<file path="config.mk">
export PLATFORM = sky130hd
export DESIGN_NAME = frame_clock_fixed_step
export DESIGN_NICKNAME = d
export VERILOG_FILES = /design/src/design/fcfs_pkg.sv /design/src/design/frame_clock_fixed_step.sv
export SDC_FILE = /design/constraint.sdc
export NUM_CORES = 2
export LEC_CHECK = 0
export BUFFER_PORTS_ARGS = -buffer_cell sky130_fd_sc_hd__buf_2
export CAP_MARGIN = 20
export CELL_PAD_IN_SITES_DETAIL_PLACEMENT = 1
export CELL_PAD_IN_SITES_GLOBAL_PLACEMENT = 2
export CORE_MARGIN = 10
export CORE_UTILIZATION = 25
export DETAILED_ROUTE_END_ITERATION = 12
export PLACE_DENSITY = 0.6
export REMOVE_ABC_BUFFERS = 1
export SLEW_MARGIN = 10
export SYNTH_ARGS = -nofsm -noshare
export SYNTH_HDL_FRONTEND = slang
export SYNTH_SLANG_ARGS = --single-unit
</file>
<file path="constraint.sdc">
create_clock -name clk -period 20.2 [get_ports clk]
set_input_delay 4.04 -clock clk [delete_from_list [all_inputs] [get_ports clk]]
set_output_delay 4.04 -clock clk [all_outputs]
set_load 0.02 [all_outputs]
</file>
<file path="src/design/fcfs_pkg.sv">
// Shared types and constants for the frame clock with fixed-step accumulator.
// No dependencies; imported by frame_clock_fixed_step.
package fcfs_pkg;

  // configuration register indexes
  localparam logic [2:0] REG_DELTA_CAP = 3'd0;
  localparam logic [2:0] REG_SCALE     = 3'd1;
  localparam logic [2:0] REG_STEP      = 3'd2;
  localparam logic [2:0] REG_STEP_CAP  = 3'd3;
  localparam logic [2:0] REG_TPS       = 3'd4;

  localparam logic [15:0] SCALE_RST = 16'd256;
  localparam logic [31:0] STEP_RST  = 32'd2457600;
  localparam logic [7:0]  MAXST_RST = 8'd5;
  localparam logic [31:0] TPS_RST   = 32'd147456000;

  localparam logic [39:0] MASK40    = {40{1'b1}};
  localparam logic [23:0] FPS_MAX   = {24{1'b1}};
  localparam logic [16:0] ALPHA_ONE = 17'h10000;

  // serial loop lengths, loaded as count minus one
  localparam logic [6:0] LEN_MULS = 7'd15;
  localparam logic [6:0] LEN_MULP = 7'd31;
  localparam logic [6:0] LEN_FDIV = 7'd71;
  localparam logic [6:0] LEN_CDIV = 7'd63;
  localparam logic [6:0] LEN_ADIV = 7'd15;

  localparam int TDATA_W = 296;

  typedef logic [63:0] u64_t;

endpackage

</file>
<file path="src/design/frame_clock_fixed_step.sv">
// Frame clock: delta measure, clamp, scale, FPS window and fixed-step accumulator.
// Uses fcfs_pkg; one serial shift-add multiplier and one restoring divider.
//
// channel  dir  handshake           payload
// in_      in   tvalid/tready       tdata[63:0] timestamp
// out_     out  tvalid/tready       tdata (packed results), tuser fps_updated
// cfg_     in   valid/ready         index[2:0], data[31:0]
//
// One word runs from its accepting edge to out_tvalid through setup, the delta
// scale multiply and the scale state; when the FPS window closes, the frames*tps
// multiply and a 72-bit divide; then accumulate, the step count and alpha divides
// where the step settings call for them, and the output load. The next input word
// is taken once the result has loaded. Multiplies and divides run bit serially.
// rst_n is synchronous; it clears the state and restores register defaults.
// A result held by out_tready low does not block the next input word; the
// next result waits until the output register is free.
module frame_clock_fixed_step
  import fcfs_pkg::*;
(
  input  logic                 clk,
  input  logic                 rst_n,
  input  logic                 in_tvalid,
  output logic                 in_tready,
  input  logic [63:0]          in_tdata,   // timestamp
  output logic                 out_tvalid,
  input  logic                 out_tready,
  // clamped delta, scaled delta, step count, alpha, fps, frame number,
  // scaled sum, clamped sum, zero fill
  output logic [TDATA_W-1:0]   out_tdata,
  output logic                 out_tuser,  // fps_updated
  input  logic                 cfg_valid,
  output logic                 cfg_ready,
  input  logic [2:0]           cfg_index,
  input  logic [31:0]          cfg_data
);

  localparam logic [3:0] S_IDLE = 4'd0;
  localparam logic [3:0] S_PRE  = 4'd1;
  localparam logic [3:0] S_MULS = 4'd2;
  localparam logic [3:0] S_SCL  = 4'd3;
  localparam logic [3:0] S_MULP = 4'd4;
  localparam logic [3:0] S_FDIV = 4'd5;
  localparam logic [3:0] S_ACC  = 4'd6;
  localparam logic [3:0] S_CDIV = 4'd7;
  localparam logic [3:0] S_ADIV = 4'd8;
  localparam logic [3:0] S_OUT  = 4'd9;

  logic [3:0]  state_r;
  logic [31:0] maxd_r;
  logic [15:0] scale_r;
  logic [31:0] step_r;
  logic [7:0]  maxst_r;
  logic [31:0] tps_r;

  u64_t        last_r, accum_r, wt_r, rtot_r, stot_r, raw_r;
  logic        started_r, strt_r, upd_r;
  logic [31:0] wf_r, frames_r;
  logic [23:0] fps_r;
  logic [39:0] real_r, scaled_r;
  logic [7:0]  count_r;
  logic [16:0] alpha_r;
  logic [6:0]  cnt_r;

  // serial multiplier
  u64_t        mc_r, macc_r, macc_nxt;
  logic [31:0] mp_r;
  // restoring divider
  u64_t        rem_r, dvs_r, rem_nxt;
  logic [71:0] dvd_r;
  logic [23:0] q_r, q_nxt;
  logic        ov8_r, ov24_r, ov8_nxt, ov24_nxt;
  logic [64:0] rem_sh;
  logic        ge;

  logic [TDATA_W-1:0] odata_r;
  logic               ouser_r, ovalid_r;

  logic [64:0] wsum;
  u64_t        rclamp;
  logic [39:0] real_c;
  u64_t        asum;

  assign in_tready  = (state_r == S_IDLE);
  assign cfg_ready  = 1'b1;
  assign out_tvalid = ovalid_r;
  assign out_tdata  = odata_r;
  assign out_tuser  = ouser_r;

  assign macc_nxt = mp_r[0] ? macc_r + mc_r : macc_r;

  always_comb begin
    rem_sh   = {rem_r, dvd_r[71]};
    ge       = rem_sh >= {1'b0, dvs_r};
    rem_nxt  = ge ? 64'(rem_sh - {1'b0, dvs_r}) : rem_sh[63:0];
    q_nxt    = {q_r[22:0], ge};
    ov8_nxt  = ov8_r | q_r[7];
    ov24_nxt = ov24_r | q_r[23];
  end

  always_comb begin
    wsum   = {1'b0, wt_r} + {1'b0, raw_r};
    rclamp = (maxd_r != 32'd0 && raw_r > {32'd0, maxd_r}) ? {32'd0, maxd_r} : raw_r;
    real_c = strt_r ? ((|rclamp[63:40]) ? MASK40 : rclamp[39:0]) : 40'd0;
    asum   = accum_r + {24'd0, scaled_r};
  end

  always_ff @(posedge clk) begin
    if (!rst_n) begin
      maxd_r  <= '0;
      scale_r <= SCALE_RST;
      step_r  <= STEP_RST;
      maxst_r <= MAXST_RST;
      tps_r   <= TPS_RST;
    end else if (cfg_valid) begin
      case (cfg_index)
        REG_DELTA_CAP: maxd_r  <= cfg_data;
        REG_SCALE:     scale_r <= cfg_data[15:0];
        REG_STEP:      step_r  <= cfg_data;
        REG_STEP_CAP:  maxst_r <= cfg_data[7:0];
        REG_TPS:       tps_r   <= cfg_data;
        default: ;
      endcase
    end
  end

  always_ff @(posedge clk) begin
    if (!rst_n) begin
      state_r   <= S_IDLE;
      started_r <= 1'b0;
      last_r    <= '0;
      accum_r   <= '0;
      wt_r      <= '0;
      wf_r      <= '0;
      fps_r     <= '0;
      frames_r  <= '0;
      rtot_r    <= '0;
      stot_r    <= '0;
      ovalid_r  <= 1'b0;
    end else begin
      if (ovalid_r && out_tready && state_r != S_OUT) ovalid_r <= 1'b0;
      case (state_r)
        S_IDLE: begin
          if (in_tvalid) begin
            raw_r     <= in_tdata - last_r;
            strt_r    <= started_r;
            started_r <= 1'b1;
            last_r    <= in_tdata;
            frames_r  <= frames_r + 32'd1;
            state_r   <= S_PRE;
          end
        end
        S_PRE: begin
          if (strt_r) begin
            wt_r <= wsum[64] ? {64{1'b1}} : wsum[63:0];
            wf_r <= wf_r + 32'd1;
          end
          real_r  <= real_c;
          mc_r    <= {24'd0, real_c};
          state_r <= S_MULS;
          cnt_r   <= LEN_MULS;
          macc_r  <= '0;
          mp_r    <= {16'd0, scale_r};
        end
        S_MULS: begin
          macc_r <= macc_nxt;
          mc_r   <= mc_r << 1;
          mp_r   <= mp_r >> 1;
          cnt_r  <= cnt_r - 7'd1;
          if (cnt_r == 7'd0) state_r <= S_SCL;
        end
        S_SCL: begin
          // macc_r holds real * scale
          scaled_r <= (|macc_r[63:48]) ? MASK40 : macc_r[47:8];
          rtot_r   <= rtot_r + {24'd0, real_r};
          stot_r   <= stot_r + ((|macc_r[63:48]) ? {24'd0, MASK40} : {24'd0, macc_r[47:8]});
          upd_r    <= strt_r && (wt_r >= {32'd0, tps_r});
          dvs_r    <= wt_r;
          mc_r     <= {32'd0, wf_r};
          mp_r     <= tps_r;
          macc_r   <= '0;
          cnt_r    <= LEN_MULP;
          if (strt_r && (wt_r >= {32'd0, tps_r})) begin
            wt_r <= '0;
            wf_r <= '0;
            if (wt_r == 64'd0) begin
              fps_r   <= FPS_MAX;
              state_r <= S_ACC;
            end else begin
              state_r <= S_MULP;
            end
          end else begin
            state_r <= S_ACC;
          end
        end
        S_MULP: begin
          macc_r <= macc_nxt;
          mc_r   <= mc_r << 1;
          mp_r   <= mp_r >> 1;
          cnt_r  <= cnt_r - 7'd1;
          if (cnt_r == 7'd0) begin
            dvd_r   <= {macc_nxt, 8'd0};
            rem_r   <= '0;
            q_r     <= '0;
            ov8_r   <= 1'b0;
            ov24_r  <= 1'b0;
            cnt_r   <= LEN_FDIV;
            state_r <= S_FDIV;
          end
        end
        S_FDIV: begin
          rem_r  <= rem_nxt;
          dvd_r  <= dvd_r << 1;
          q_r    <= q_nxt;
          ov8_r  <= ov8_nxt;
          ov24_r <= ov24_nxt;
          cnt_r  <= cnt_r - 7'd1;
          if (cnt_r == 7'd0) begin
            fps_r   <= ov24_nxt ? FPS_MAX : q_nxt;
            state_r <= S_ACC;
          end
        end
        S_ACC: begin
          dvs_r  <= {32'd0, step_r};
          q_r    <= '0;
          ov8_r  <= 1'b0;
          ov24_r <= 1'b0;
          count_r <= '0;
          if (step_r == 32'd0) begin
            alpha_r <= ALPHA_ONE;
            state_r <= S_OUT;
          end else if (maxst_r == 8'd0) begin
            if (accum_r >= {32'd0, step_r}) begin
              alpha_r <= ALPHA_ONE;
              state_r <= S_OUT;
            end else begin
              rem_r   <= accum_r;
              dvd_r   <= '0;
              cnt_r   <= LEN_ADIV;
              state_r <= S_ADIV;
            end
          end else begin
            rem_r   <= '0;
            dvd_r   <= {asum, 8'd0};
            cnt_r   <= LEN_CDIV;
            state_r <= S_CDIV;
          end
        end
        S_CDIV: begin
          rem_r <= rem_nxt;
          dvd_r <= dvd_r << 1;
          q_r   <= q_nxt;
          ov8_r <= ov8_nxt;
          cnt_r <= cnt_r - 7'd1;
          if (cnt_r == 7'd0) begin
            accum_r <= rem_nxt;
            if (ov8_nxt || q_nxt[7:0] > maxst_r) count_r <= maxst_r;
            else                                  count_r <= q_nxt[7:0];
            q_r     <= '0;
            dvd_r   <= '0;
            cnt_r   <= LEN_ADIV;
            state_r <= S_ADIV;
          end
        end
        S_ADIV: begin
          rem_r <= rem_nxt;
          dvd_r <= dvd_r << 1;
          q_r   <= q_nxt;
          cnt_r <= cnt_r - 7'd1;
          if (cnt_r == 7'd0) begin
            alpha_r <= {1'b0, q_nxt[15:0]};
            state_r <= S_OUT;
          end
        end
        S_OUT: begin
          if (!ovalid_r || out_tready) begin
            odata_r  <= {7'd0, rtot_r, stot_r, frames_r, fps_r, alpha_r, count_r,
                         scaled_r, real_r};
            ouser_r  <= upd_r;
            ovalid_r <= 1'b1;
            state_r  <= S_IDLE;
          end
        end
        default: state_r <= S_IDLE;
      endcase
    end
  end

  a_busy_no_ready: assert property (@(posedge clk) disable iff (!rst_n)
    (in_tvalid && in_tready) |=> !in_tready)
    else $error("input taken while a word is in progress");

  a_alpha_range: assert property (@(posedge clk) disable iff (!rst_n)
    out_tvalid |-> (out_tdata[104:88] <= ALPHA_ONE))
    else $error("alpha above one");

  a_count_cap: assert property (@(posedge clk) disable iff (!rst_n)
    out_tvalid |-> (out_tdata[87:80] <= maxst_r))
    else $error("step count above its per-frame cap");

endmodule

</file>
Word level (Yosys, flattened, before mapping)
Index checks and enable logic that the tools add are counted.
- add/subtract/negate cells: 10
- $lt $le $gt $ge: 5
- equal/unequal tests: 28
- muxes and demuxes: 69
- bitwise logic cells: 2
- reductions and logical operators: 59
- operators by type and width (operator ; count):
    64-bit two-way mux ; 10
    64-bit case mux with 2 select lines ; 3
    64-bit case mux with 3 select lines ; 2
    72-bit two-way mux ; 5
    72-bit case mux with 4 select lines ; 1
    64-bit by 40-bit adder with 64-bit output ; 3
    24-bit two-way mux ; 6
    64-bit by 32-bit >= comparator with 1-bit output ; 2
    64-bit subtractor ; 2
    40-bit two-way mux ; 3
    24-bit case mux with 4 select lines ; 1
    32-bit case mux with 3 select lines ; 1
    17-bit two-way mux ; 4
    64-bit by 64-bit adder with 65-bit output ; 1
    65-bit by 64-bit >= comparator with 1-bit output ; 1
    32-bit by 1-bit adder with 32-bit output (second input constant) ; 2
    64-bit adder ; 1
    64-bit by 32-bit > comparator with 1-bit output ; 1
    64-bit zero test ; 1
    32-bit two-way mux ; 2
    32-bit case mux with 2 select lines ; 1
    24-bit case mux with 2 select lines ; 1
    7-bit case mux with 6 select lines ; 1
    4-bit two-way mux ; 10
    other kinds (43) ; 108
- flip-flop bits (word level): 1388
- input bits: 104
- output and inout bits: 300

Logic depth before layout (Yosys ltp)
- word-level depth: 7
- gate-level depth with buffers: 24
- depth with buffers taken out: 21

Least setup slack after synthesis
OpenSTA, ideal clock, no wires.
- path type: input to register
- start: input rst_n
- end: register odata_r[0] (netlist: out_tdata[0]), enable pin
- setup time: 946 ps
- arrival time: 16646 ps
- required time: 19254 ps
- slack: 2608 ps
- stages: 4
- path buffers: 2
- cells stage by stage: clkbuf_1 > clkbuf_1 > nand2_1 > nor2_1
- longest elaborated chain between the ends: 1
- ends and longest elaborated chain (item ; RTL line ; RTL):
    start: declaration ; frame_clock_fixed_step.sv:21 ; input logic rst_n,
    3-bit AND reduction (no line) ; -- ;
    end signal: assignment ; frame_clock_fixed_step.sv:276 ; odata_r <= {7'd0, rtot_r, stot_r, frames_r, fps_r, alpha_r, count_r,
    end: declaration ; frame_clock_fixed_step.sv:75 ; logic [TDATA_W-1:0] odata_r;
No other way between the ends.
A chain may end at the register's enable or synchronous reset.

Final worst setup path
- start: input in_tdata[7]
- end: register raw_r[61] (data pin)
- longest elaborated chain between the ends: 1
- ends and longest elaborated chain (item ; RTL line ; RTL):
    start: declaration ; frame_clock_fixed_step.sv:24 ; input logic [63:0] in_tdata,
    64-bit subtractor ; frame_clock_fixed_step.sv:144 ; raw_r <= in_tdata - last_r;
    end signal: assignment ; frame_clock_fixed_step.sv:144 ;
    end: declaration ; frame_clock_fixed_step.sv:55 ; u64_t last_r, accum_r, wt_r, rtot_r, stot_r, raw_r;
No other way between the ends.

==> results.ini <==
[pwr]
power.total_mw=10.8
powerDensity_nw_per_um2=122
peakVddDrop_uv=67.5
p_leak_nw=34.0

[cts]
clkSinkCount=1380
insertion_delay_ns=0.86
post_cts_buffers=0
cts_hold_buffers=0
cts_tree=yes
clk_path_buf_depth=4
htree_num_levels=4
path_clk_slew_ns=0.06
cts_made_buffers=179
ctsResizeCount=0
ctsRootBufferMaster=clkbuf_16

[global_route]
grt_max_degree=124
grt_util_all_layers_pct=17.3
grt_pass1_vias=63900
antenna_found_initial=21
grt_pass1_wl_um=433000
grt_overflow=0

[sta]
finalHoldViolations=0
tns_ns=0
worst_hold_slack_ns=0.394
worst_slew_pin_slew_ns=1.37
min_period_over_period_pct=36.5
rsz0062_at_grt=false
max_slew_margin_pct=6.34
period_minus_slack_ns=7.37
fmax_ghz=0.136
finClkSkew_ns=0.0523
layout_setup_ws_ns=12.83
setup_viol=0
slew_violations=0

[setup_path]
cp-end-kind=flip-flop
crit_path_start_kind=input pin
cp_cell_sequence=buf_2 > ha_1 > nand2_1 > nor4b_1 > nor4b_1 > a211oi_1 > o2111ai_1 > nand3b_1 > a2bb2oi_1 > a2111oi_0 > o21bai_1 > a311o_1 > a31oi_1 > xnor2_1
cp_slowest_cell=a211oi_1
path_max_fanout=6
cpPeakStageDelay_ns=0.70
crit_arrival_ns=7.94
required_ns=20.77
crit_path_frequent_cell=nor4b_1
path_class=in -> reg

[synth]
synth_edf_count=846
ys.flop_type=edfxtp_1
async_flop_share_pct=0
synth_xor_area_share_pct=5.00
netlist_area_um2=76000
synth-adder-area-share_pct=8.11
yosysWarningCount=0
synth-simple-area-share_pct=16.4
synthCells=8004
synth.avg_cell_area_um2=9.49
synth_top_family_by_area=compound AO/OA/AOI/OAI gates
synth_cell_types=104
ys_seq_area_share_pct=47.5
synth_compound_area_share_pct=17.7
synthMuxAreaShare_pct=1.44
synth-seq-cells=1380

[floorplanning]
die_h_um=571
fp.dieW_um=571
io_pins=404
rows=202
initial_core_util_pct=25.1
dieArea_um2=326000
core_area_um2=303000

[drt]
wl_per_cell_um=23.7
drt_pre_antenna_iters=6
viasPerCell=4.97
ant_nets=0
vias=61800
wl_um=295000
drt_iter0_drc=3998
drcViolationCount=0

[status]
status=completed

[finish]
syn_to_final_growth_pct=16.5
fin_area_um2=88500
fin_util_pct=29.2
final_cell_count_no_fill=12400
layout.nets=8893
n_fill_cell=34700
drive_gt1_share_pct=11.1

[placement]
placed_area_um2=82400
post-place-cells=12100
gp_congestion=0.853
hpwl_um=226000
port_buffers=395
pre_cts_slack_ns=11.86

[min_path]
min_path_type=reg -> reg

[job]
maxCapViolations=0

==> sequential cells by signal, indices dropped and copies added, names as in the netlist, 40 cells and up <==
signal,cells
out_tdata,289
accum_r,64
dvd_r,64
dvs_r,64
last_r,64
macc_r,64
mc_r,64
raw_r,64
rem_r,64
rtot_r,64
stot_r,64
wt_r,64
real_r,40
scaled_r,40
==> power breakdown <==
group	switching (mW)	internal, mW	total [mW]
clock network	1.36	1.98	3.34
registers	0.372	3.44	3.82
logic	2.29	1.37	3.67
total	4.03	6.79	10.8
==> logic make-up after synthesis <==
| group | count (synthesis) |
|---|---|
| compound gates | 2167 |
| xor+xnor | 434 |
| fa+ha+maj | 488 |
| buf+inv | 761 |
| flops | 1380 |
| mux | 109 |
| other cells | 2 |
| simple gates | 2663 |
==> layer usage <==
metal  track usage, %  vias up  wire length, um
met4             5.33        8            10000
met3             2.14      369            11100
met5                0        -               63
li1                 -    29500                -
met1             22.9    30800           135000
met2             29.5     1123           139000
==> worst max-delay path: cells and delay by family <==
family                   cells  cell delay, ns
AO/OA/AOI/OAI                7            2.39
AND/OR/NAND/NOR              4            0.86
adder cells (fa/ha/maj)      1            0.39
buffers and inverters        1            0.12
XOR/XNOR                     1            0.14
==> area by class of cell <==
class | count | area (um2) | area share, %
multi-input combinational | 5869 | 37200 | 42.0
sequential | 1380 | 36100 | 40.8
tap | 3978 | 4980 | 5.62
clock buffer | 227 | 4880 | 5.52
timing repair buffer | 488 | 2750 | 3.10
inverter | 383 | 1450 | 1.63
clock inverter | 104 | 1160 | 1.31
antenna | 6 | 15.0 | 0.0170
==> synth_stat cells (all sizes together), types with 12 or more instances <==
library cell / instances / share of area (%)
a211o: 15 / 0.18
a211oi: 87 / 0.88
a21boi: 13 / 0.13
a21o: 257 / 2.5
a21oi: 777 / 5.1
a221o: 16 / 0.21
a221oi: 29 / 0.34
a222oi: 49 / 0.65
a22oi: 14 / 0.14
a31o: 14 / 0.16
a31oi: 55 / 0.45
and2: 172 / 1.4
and3: 77 / 0.63
and4: 27 / 0.31
buf: 54 / 0.35
clkbuf: 324 / 1.6
dfxtp: 534 / 14
edfxtp: 846 / 33
ha: 481 / 7.9
inv: 383 / 1.9
mux2i: 104 / 1.4
nand2: 1009 / 5.0
nand2b: 63 / 0.52
nand3: 153 / 1.0
nand4: 118 / 0.97
nor2: 614 / 3.0
nor2b: 73 / 0.60
nor3: 101 / 0.67
nor3b: 12 / 0.12
nor4: 70 / 0.58
o211ai: 44 / 0.43
o21a: 48 / 0.47
o21ai: 530 / 3.5
o21bai: 61 / 0.60
o221ai: 29 / 0.33
o22ai: 12 / 0.11
o31ai: 21 / 0.21
or2: 93 / 0.77
or3: 51 / 0.42
xnor2: 223 / 2.6
xor2: 211 / 2.4
==> layout by cell type, fill, tap and decap left out, drive strengths merged, types with 14 or more instances in the layout <==
master,instances
a21o,257
nand2,1009
clkinv,64
xor2,211
and4,27
a21oi,777
or3,51
a211oi,87
a221o,16
nor2b,73
o21ai,530
inv,390
edfxtp,846
a31oi,55
and3,77
ha,481
o21a,48
mux2i,104
a31o,14
or2,93
xnor2,223
and2,172
o21bai,61
nor3,101
dfxtp,534
o211ai,44
clkbuf,228
a211o,15
nand4,118
nand3,153
o221ai,29
nor2,614
nor4,70
a22oi,14
a222oi,49
nand2b,63
bufinv,20
a221oi,29
o31ai,21
buf,487
==> path summary, 6_finish.rpt <==
kind	startpoint	end	slack (ns)	cells past startpoint
hold / removal	upd_r$_DFFE_PP_	out_tuser$_DFFE_PP_	0.39	0
setup / recovery	in_tdata[7]	raw_r[61]$_DFFE_PP_	12.83	14
setup reg to reg	rem_r[15]$_DFFE_PP_	count_r[0]$_SDFFCE_PN0P_	14.26	21
hold reg to reg	upd_r$_DFFE_PP_	out_tuser$_DFFE_PP_	0.39	0
(Power assumes the default switching activity.)
